### config.mk
export PLATFORM = sky130hd
export DESIGN_NAME = time_of_day_counter_with_alarms
export DESIGN_NICKNAME = d
export VERILOG_FILES = /design/src/hw/rtl/tod_pkg.sv /design/src/hw/rtl/time_of_day_counter_with_alarms.sv
export SDC_FILE = /design/constraint.sdc
export NUM_CORES = 1
export LEC_CHECK = 0
export BUFFER_PORTS_ARGS = -buffer_cell sky130_fd_sc_hd__buf_4
export CAP_MARGIN = 20
export CORE_MARGIN = 3
export CORE_UTILIZATION = 40
export DETAILED_ROUTE_END_ITERATION = 8
export GPL_ROUTABILITY_DRIVEN = 0
export PLACE_DENSITY = 0.59
export SLEW_MARGIN = 10
export SYNTH_ARGS = -nofsm -noshare
export SYNTH_HDL_FRONTEND = slang
export SYNTH_SLANG_ARGS = --single-unit
### constraint.sdc
create_clock -name aclk -period 14.9 [get_ports aclk]
set_clock_uncertainty 0.15 [all_clocks]
set_input_delay 0 -clock aclk [delete_from_list [all_inputs] [get_ports aclk]]
set_output_delay 0 -clock aclk [all_outputs]
set_load 0.05 [all_outputs]
### src/hw/rtl/tod_pkg.sv
// Package for the time-of-day counter with alarms: record type, operation,
// target, unit and alarm codes, and the calendar limits.
// No dependencies.
package tod_pkg;

    localparam int unsigned SEC_W  = 6;
    localparam int unsigned MIN_W  = 6;
    localparam int unsigned HOUR_W = 5;
    localparam int unsigned DAY_W  = 4;
    localparam int unsigned STEP_W = 2;

    localparam logic [SEC_W:0]    SEC_WRAP   = 7'd60;
    localparam logic [SEC_W-1:0]  SEC_MAX    = 6'd59;
    localparam logic [MIN_W-1:0]  MIN_MAX    = 6'd59;
    localparam logic [HOUR_W-1:0] HOUR_MAX   = 5'd23;
    localparam logic [DAY_W-1:0]  DAY_MAX    = 4'd6;
    localparam logic [DAY_W:0]    DAYS       = 5'd7;
    localparam logic [DAY_W-1:0]  DAY_ANY    = 4'd8;
    localparam logic [STEP_W-1:0] STEP_RESET = 2'd2;

    typedef enum logic [1:0] {
        FUNC_TICK = 2'd0,
        FUNC_INC  = 2'd1,
        FUNC_DEC  = 2'd2
    } func_t;

    typedef enum logic [1:0] {
        TGT_NOW    = 2'd0,
        TGT_ALARM1 = 2'd1,
        TGT_ALARM2 = 2'd2
    } target_t;

    typedef enum logic [2:0] {
        UNIT_SEC  = 3'd0,
        UNIT_MIN  = 3'd1,
        UNIT_HOUR = 3'd2,
        UNIT_DAY  = 3'd3,
        UNIT_ARM  = 3'd4
    } unit_t;

    typedef enum logic [1:0] {
        FIRED_NONE   = 2'd0,
        FIRED_ALARM1 = 2'd1,
        FIRED_ALARM2 = 2'd2
    } fired_t;

    typedef struct packed {
        logic [DAY_W-1:0]  wday;
        logic [HOUR_W-1:0] hour;
        logic [MIN_W-1:0]  mins;
        logic [SEC_W-1:0]  secs;
    } rec_t;

endpackage

### src/hw/rtl/time_of_day_counter_with_alarms.sv
// Top level of the time-of-day counter with two alarms.
// Depends on tod_pkg.
//
// One beat is accepted per cycle while s_tready is high. It lands in the input register, and one
// pass through the carry chain and alarm compare loads the result register once the result side
// can advance, so the result is presented from the result register. The throughput of one beat
// per cycle is held as long as the result side takes a beat each cycle; a stalled result with the
// input register also full drops s_tready. The short carry chain runs over seconds, minutes, hours
// and weekday.
module time_of_day_counter_with_alarms
    import tod_pkg::*;
(
    input  logic        aclk,
    input  logic        aresetn,
    input  logic        cfg_wr_en,
    input  logic [1:0]  cfg_wr_data,
    input  logic        s_tvalid,
    output logic        s_tready,
    // func[1:0], target[3:2], unit[6:4], zero[7]
    input  logic [7:0]  s_tdata,
    output logic        m_tvalid,
    input  logic        m_tready,
    // alarm_fired[1:0], now_seconds[7:2], now_minutes[13:8], now_hours[18:14],
    // now_weekday[21:19], day_changed[22], changed_day[26:23], zero[31:27]
    output logic [31:0] m_tdata
);

    logic              in_valid_reg;
    logic [1:0]        in_func_reg;
    logic [1:0]        in_target_reg;
    logic [2:0]        in_unit_reg;
    logic              m_valid_reg;
    logic [STEP_W-1:0] step_reg;
    rec_t              rec_reg [3];
    logic [1:0]        armed_reg;

    logic [1:0]        fired_reg;
    rec_t              now_reg;
    logic              day_chg_reg;
    logic [DAY_W-1:0]  chg_day_reg;

    logic              advance;
    logic              fire;

    logic [1:0]        idx;
    logic [2:0]        u;
    logic              do_inc;
    logic              do_dec;
    logic              do_tog;
    logic              arm_sel;
    rec_t              cur;
    rec_t              nxt;
    logic [SEC_W:0]    sec_sum;
    logic              c_min;
    logic              c_hour;
    logic              c_day;
    logic [DAY_W:0]    day_inc;
    rec_t              rec_next [3];
    logic [1:0]        armed_next;
    logic [1:0]        fired_next;
    logic              day_chg_next;
    logic [DAY_W-1:0]  chg_day_next;
    logic              match1;
    logic              match2;

    assign advance  = !m_valid_reg || m_tready;
    assign s_tready = !in_valid_reg || advance;
    assign fire     = in_valid_reg && advance;

    always_comb begin
        idx    = TGT_NOW;
        u      = in_unit_reg;
        do_inc = 1'b0;
        do_dec = 1'b0;
        do_tog = 1'b0;
        case (in_func_reg)
            FUNC_TICK: begin
                do_inc = 1'b1;
                u      = UNIT_SEC;
            end
            FUNC_INC: begin
                if (in_target_reg inside {TGT_NOW, TGT_ALARM1, TGT_ALARM2}) begin
                    idx = in_target_reg;
                    if (in_unit_reg inside {[UNIT_SEC:UNIT_DAY]}) begin
                        do_inc = 1'b1;
                    end else if (in_unit_reg == UNIT_ARM && in_target_reg != TGT_NOW) begin
                        do_tog = 1'b1;
                    end
                end
            end
            FUNC_DEC: begin
                if (in_target_reg inside {TGT_NOW, TGT_ALARM1, TGT_ALARM2}) begin
                    idx = in_target_reg;
                    if (in_unit_reg inside {[UNIT_SEC:UNIT_DAY]}) begin
                        do_dec = 1'b1;
                    end
                end
            end
            default: begin
                idx = TGT_NOW;
            end
        endcase

        cur     = rec_reg[idx];
        nxt     = cur;
        sec_sum = {1'b0, cur.secs} + {{(SEC_W + 1 - STEP_W){1'b0}}, step_reg};
        day_inc = {1'b0, cur.wday} + {{DAY_W{1'b0}}, 1'b1};
        c_min   = 1'b0;
        c_hour  = 1'b0;
        c_day   = 1'b0;

        if (do_inc) begin
            c_min  = (u == UNIT_SEC && sec_sum >= SEC_WRAP) || u == UNIT_MIN;
            c_hour = (c_min && cur.mins >= MIN_MAX) || u == UNIT_HOUR;
            c_day  = (c_hour && cur.hour >= HOUR_MAX) || u == UNIT_DAY;
            if (u == UNIT_SEC) begin
                nxt.secs = (sec_sum >= SEC_WRAP) ? '0 : sec_sum[SEC_W-1:0];
            end
            if (c_min) begin
                nxt.mins = (cur.mins >= MIN_MAX) ? '0 : cur.mins + 1'b1;
            end
            if (c_hour) begin
                nxt.hour = (cur.hour >= HOUR_MAX) ? '0 : cur.hour + 1'b1;
            end
            if (c_day) begin
                if (day_inc >= (DAYS << 1)) begin
                    nxt.wday = 4'(day_inc - (DAYS << 1));
                end else if (day_inc >= DAYS) begin
                    nxt.wday = 4'(day_inc - DAYS);
                end else begin
                    nxt.wday = day_inc[DAY_W-1:0];
                end
            end
        end else if (do_dec) begin
            c_min  = (u == UNIT_SEC && cur.secs == '0) || u == UNIT_MIN;
            c_hour = (c_min && cur.mins == '0) || u == UNIT_HOUR;
            c_day  = (c_hour && cur.hour == '0) || u == UNIT_DAY;
            if (u == UNIT_SEC) begin
                nxt.secs = (cur.secs == '0) ? SEC_MAX : cur.secs - 1'b1;
            end
            if (c_min) begin
                nxt.mins = (cur.mins == '0) ? MIN_MAX : cur.mins - 1'b1;
            end
            if (c_hour) begin
                nxt.hour = (cur.hour == '0) ? HOUR_MAX : cur.hour - 1'b1;
            end
            if (c_day) begin
                nxt.wday = (cur.wday == '0) ? DAY_MAX : cur.wday - 1'b1;
            end
        end

        for (int i = 0; i < 3; i++) begin
            rec_next[i] = rec_reg[i];
        end
        if (do_inc || do_dec) begin
            rec_next[idx] = nxt;
        end

        arm_sel    = (idx == TGT_ALARM2);
        armed_next = armed_reg;
        if (do_tog) begin
            armed_next[arm_sel] = !armed_reg[arm_sel];
        end

        match1 = armed_reg[0] && rec_reg[1].secs == rec_next[0].secs
                 && rec_reg[1].mins == rec_next[0].mins
                 && rec_reg[1].hour == rec_next[0].hour
                 && (rec_reg[1].wday == rec_next[0].wday || rec_reg[1].wday == DAY_ANY);
        match2 = armed_reg[1] && rec_reg[2].secs == rec_next[0].secs
                 && rec_reg[2].mins == rec_next[0].mins
                 && rec_reg[2].hour == rec_next[0].hour
                 && (rec_reg[2].wday == rec_next[0].wday || rec_reg[2].wday == DAY_ANY);

        fired_next = FIRED_NONE;
        if (in_func_reg == FUNC_TICK) begin
            if (match1) begin
                fired_next    = FIRED_ALARM1;
                armed_next[0] = 1'b0;
            end else if (match2) begin
                fired_next    = FIRED_ALARM2;
                armed_next[1] = 1'b0;
            end
        end

        day_chg_next = c_day;
        chg_day_next = c_day ? nxt.wday : '0;
    end

    always_ff @(posedge aclk) begin
        if (!aresetn) begin
            in_valid_reg <= 1'b0;
            m_valid_reg  <= 1'b0;
            step_reg     <= STEP_RESET;
            armed_reg    <= '0;
            for (int i = 0; i < 3; i++) begin
                rec_reg[i] <= '0;
            end
        end else begin
            if (cfg_wr_en) begin
                step_reg <= cfg_wr_data;
            end
            if (s_tready) begin
                in_valid_reg <= s_tvalid;
            end
            if (advance) begin
                m_valid_reg <= in_valid_reg;
            end
            if (fire) begin
                armed_reg <= armed_next;
                for (int i = 0; i < 3; i++) begin
                    rec_reg[i] <= rec_next[i];
                end
            end
        end
    end

    always_ff @(posedge aclk) begin
        if (s_tvalid && s_tready) begin
            in_func_reg   <= s_tdata[1:0];
            in_target_reg <= s_tdata[3:2];
            in_unit_reg   <= s_tdata[6:4];
        end
        if (fire) begin
            fired_reg   <= fired_next;
            now_reg     <= rec_next[0];
            day_chg_reg <= day_chg_next;
            chg_day_reg <= chg_day_next;
        end
    end

    assign m_tvalid = m_valid_reg;
    assign m_tdata  = {5'b0, chg_day_reg, day_chg_reg, now_reg.wday[2:0], now_reg.hour,
                       now_reg.mins, now_reg.secs, fired_reg};

    a_no_fire_off_tick: assert property (@(posedge aclk) disable iff (!aresetn)
        fire && in_func_reg != FUNC_TICK |=> fired_reg == FIRED_NONE)
        else $error("alarm reported on an adjust beat");

    a_fired_disarms: assert property (@(posedge aclk) disable iff (!aresetn)
        fire && fired_next == FIRED_ALARM1 |=> !armed_reg[0])
        else $error("alarm one still armed after firing");

    a_fired_disarms2: assert property (@(posedge aclk) disable iff (!aresetn)
        fire && fired_next == FIRED_ALARM2 |=> !armed_reg[1])
        else $error("alarm two still armed after firing");

    a_state_holds: assert property (@(posedge aclk) disable iff (!aresetn)
        !fire |=> $stable(armed_reg) && $stable(rec_reg[0]))
        else $error("state changed without a beat");

    a_now_range: assert property (@(posedge aclk) disable iff (!aresetn)
        m_valid_reg |-> now_reg.secs <= SEC_MAX && now_reg.mins <= MIN_MAX
                        && now_reg.hour <= HOUR_MAX && now_reg.wday <= DAY_MAX)
        else $error("current time out of range");

endmodule
==> summary.md <==
Outcome
• **outcome** finished, final reports clean

GRT
• **initial antenna violation count** 0
• **number of global-route vias before repair** 9064
• **global-route met2 utilization** 0.402
• **GRT met1 Usage** 0.388
• **overall fraction of global-route tracks in use** 0.266
• **wire length of the first global-routing pass** 54200 µm
• **maximum number of pins on one net before global-route repair** 46
• **M3 GR Usage** 0.0411
• **total congestion overflow after global routing** 0
• **most used routing layer in global routing** met2

Setup path
• **Worst setup startpoint** in_func_reg[0]
• **nature of the critical path startpoint** register
• **largest incremental delay on the critical path** 1.00 ns
• **required time of the critical path** 14.90 ns
• **arrival time at the worst endpoint** 7.17 ns
• **Reg2Reg Setup Slack** 7.72 ns
• **most frequent CP cell** sky130_fd_sc_hd__inv_1
• **worst-path cell with the longest stage delay** sky130_fd_sc_hd__o311ai_0
• **sequence of cells on the critical path** inv_1 > ha_1 > buf_4 > inv_1 > o21ai_0 > and2_2 > ha_1 > inv_1 > nor4_4 > a31o_1 > a21oi_1 > o311ai_0 > and3_1 > xnor2_1 > o2111ai_1 > a2111oi_0 > o21ai_0 > a2111oi_2
• **critical path fanouts, max** 41
• **worst reg2reg endpoint** fired_reg[1]
• **type of element capturing the critical path** register
• **Worst Setup Path Type** reg -> reg
• **Worst R2R Start** in_func_reg[0]
• **logic depth of the worst register-to-register path** 18
• **worst path bufs/invs** 4
• **largest delay contributor family on the critical path** compound AO/OA/AOI/OAI gates

Route
• **count of TritonRoute iterations in the first routing pass** 5
• **post-DR vias/cell** 6.58
• **sum of routed wire length over all layers** 35300 µm
• **average wire per standard cell** 23.8 µm
• **vias after detailed routing** 9770
• **post-route antenna net violation count** 0
• **count of routing violations after the opening detailed-route iteration** 1410
• **drt drc** 0

Hold path
• **worst hold path depth** 2
• **launch instance of the worst min-delay path** s_tdata[3]
• **Min-Delay Path Class** in -> reg
• **hold path endpoint** in_target_reg[1]

Clock network
• **number of buffers added by the clock tree synthesis step** 9
• **library cell used as clock root buffer** sky130_fd_sc_hd__clkbuf_16
• **number of levels in the clock H-tree** 3
• **total of hold buffers inserted after clock tree synthesis** 19
• **clock slew seen by the registers of the worst setup and hold paths** 0.08 ns
• **postcts setup bufs** 0
• **number of clock sinks** 103
• **source-to-sink clock delay at the later pin of the worst-skew pair** 0.36 ns
• **# resized after CTS** 0
• **clock tree from TritonCTS** yes
• **number of buffers on the longest clock path** 2

Yosys
• **Netlist Area Pre-Place** 0.00971 mm²
• **number of flip-flops and latches in the synthesized netlist** 103
• **cell types occupying the most area after synthesis** sky130_fd_sc_hd__edfxtp_1 (30%), sky130_fd_sc_hd__nand2_1 (5.7%), sky130_fd_sc_hd__a21oi_1 (3.6%)
• **Ys Warns** 0
• **cell taking the most area after synthesis** sky130_fd_sc_hd__edfxtp_1
• **synthesized netlist cell count** 1149
• **top_reg_cell synth** sky130_fd_sc_hd__edfxtp_1
• **synthesized area per cell** 8.45 µm²
• **Yosys cell types** 111
• **sequential share of the synthesized area** 0.312
• **number of enable-type register cells in the synthesized netlist** 97
• **fraction of post-synthesis cell area in the top cell type by area** 0.300
• **async set-or-reset flop fraction in the synthesized netlist** 0

Final layout
• **fraction of final layout cells with drive strength greater than 1** 0.125
• **leading cell type in the layout, fill and taps excluded** sky130_fd_sc_hd__nand2_1
• **footprint of the multi-input gates** 0.00615 mm²
• **max FFs per register** 63
• **synthesis-to-layout area growth** 9.47%
• **total number of nets in the final design** 1196
• **Inserted Diodes** 0
• **Sequential Area** 0.00303 mm²
• **number of fill cells in the layout** 2397
• **most used cells in the layout excluding fill and tap cells** sky130_fd_sc_hd__nand2_1 (147), sky130_fd_sc_hd__edfxtp_1 (97), sky130_fd_sc_hd__nor2_1 (75), sky130_fd_sc_hd__a21oi_1 (68), sky130_fd_sc_hd__buf_4 (57)

Place
• **worst slack, placed** 8.13 ns
• **input/output buffers** 42
• **Detailed Place HPWL** 26000 µm

Die
• **width of the chip** 162 µm
• **DIE HEIGHT** 162 µm
• **initial core utilization** 0.410
• **number of placement rows** 56
• **Core Box Area** 0.0237 mm²
• **I/O pin total** 49
• **Die Outline Area** 0.0262 mm²

STA
• **hold violation total from the final report** 0
• **count of final max-slew check failures** 0
• **total negative slack** 0 ns
• **final setup violation count** 0
• **part of the cycle the worst path needs** 0.482
• **slew at the pin with the worst max-slew slack** 1.13 ns
• **Min Clock Period, post-route** 7.18 ns
• **Max-Slew Margin vs Limit** 0.237
• **setup repair after global routing missed its margin** false
• **PnR worst setup slack** 7.72 ns
• **highest attainable clock frequency** 0.139 GHz

Run
• **maxcap violations** 0

Power
• **Pwr per Cell Area** 88.2 mW/mm²
• **leakage power total** 3.79 nW
• **IR drop worst, VDD** 0.0720 mV

logic make-up (layout without fill, tap and decap cells):
family                     Yosys count  after routing  synth area share
DFF                                103            103             0.312
other                                1              5          0.000386
buffers and inverters              118            131            0.0578
AOI/OAI and AO/OA                  348            348             0.267
muxes                               10             10            0.0106
and+or+nand+nor                    500            500             0.280
xor gates and xnor gates            48             48            0.0448
adders and majority gates           21             21            0.0276
synth_stat cells, types with 17 or more instances:
library cell	n
sky130_fd_sc_hd__a21oi_1	69
sky130_fd_sc_hd__nand4_1	23
sky130_fd_sc_hd__xor2_1	27
sky130_fd_sc_hd__inv_1	39
sky130_fd_sc_hd__o21ai_0	39
sky130_fd_sc_hd__nand2_1	148
sky130_fd_sc_hd__and3_1	17
sky130_fd_sc_hd__nor3_1	31
sky130_fd_sc_hd__a31oi_1	18
sky130_fd_sc_hd__nor2_1	78
sky130_fd_sc_hd__edfxtp_1	97
sky130_fd_sc_hd__a211oi_1	29
sky130_fd_sc_hd__nand3_1	30
sky130_fd_sc_hd__ha_1	19
sky130_fd_sc_hd__nor2b_1	24
sky130_fd_sc_hd__xnor2_1	19
sky130_fd_sc_hd__clkbuf_1	45
cell type report:
cell class / instances / area share
multi-input combinational: 932 / 0.578
sequential: 103 / 0.285
clock buffer: 9 / 0.0212
timing repair buffer: 76 / 0.0581
tap: 319 / 0.0375
clock inverter: 7 / 0.00600
inverter: 39 / 0.0138
layer usage:
metal	up-vias	routed length (µm)	part of all wire
met1	4615	15200	0.43
met2	648	15100	0.43
met5	-	0	0
met4	0	1250	0.035
met3	89	3810	0.11
li1	4418	-	-
report_power, final:
| part | total, W | switching [W] | internal (W) | leakage, nW |
|---|---|---|---|---|
| registers | 0.000360 | 0.0000237 | 0.000337 | 1.04 |
| logic | 0.000340 | 0.000232 | 0.000108 | 2.61 |
| clock network | 0.000237 | 0.000119 | 0.000118 | 0.143 |
worst max path at each step:
stage,end,depth (start not counted),slack [ns]
floorplan,fired_reg[1],21,9.78
global placement,fired_reg[1],18,8.20
detailed placement,fired_reg[1],18,8.13
CTS,fired_reg[1],18,8.10
global route,fired_reg[1],18,7.50
finish,fired_reg[1],18,7.72
stage by stage:
step	total power, W	util	area, µm²	hold WS, ns	instances
3_3_place_gp	0.000689	0.429	10200	0.0287	1450
4_1_cts	0.000931	0.449	10600	0.198	1485
2_1_floorplan	0.000599	-	9730	-0.0511	1153
5_1_grt	0.000978	0.449	10600	0.225	1485
3_5_place_dp	0.000690	0.429	10200	0.0298	1450
6_report	0.000938	0.449	10600	0.212	1485
(Power assumes the default switching activity.)
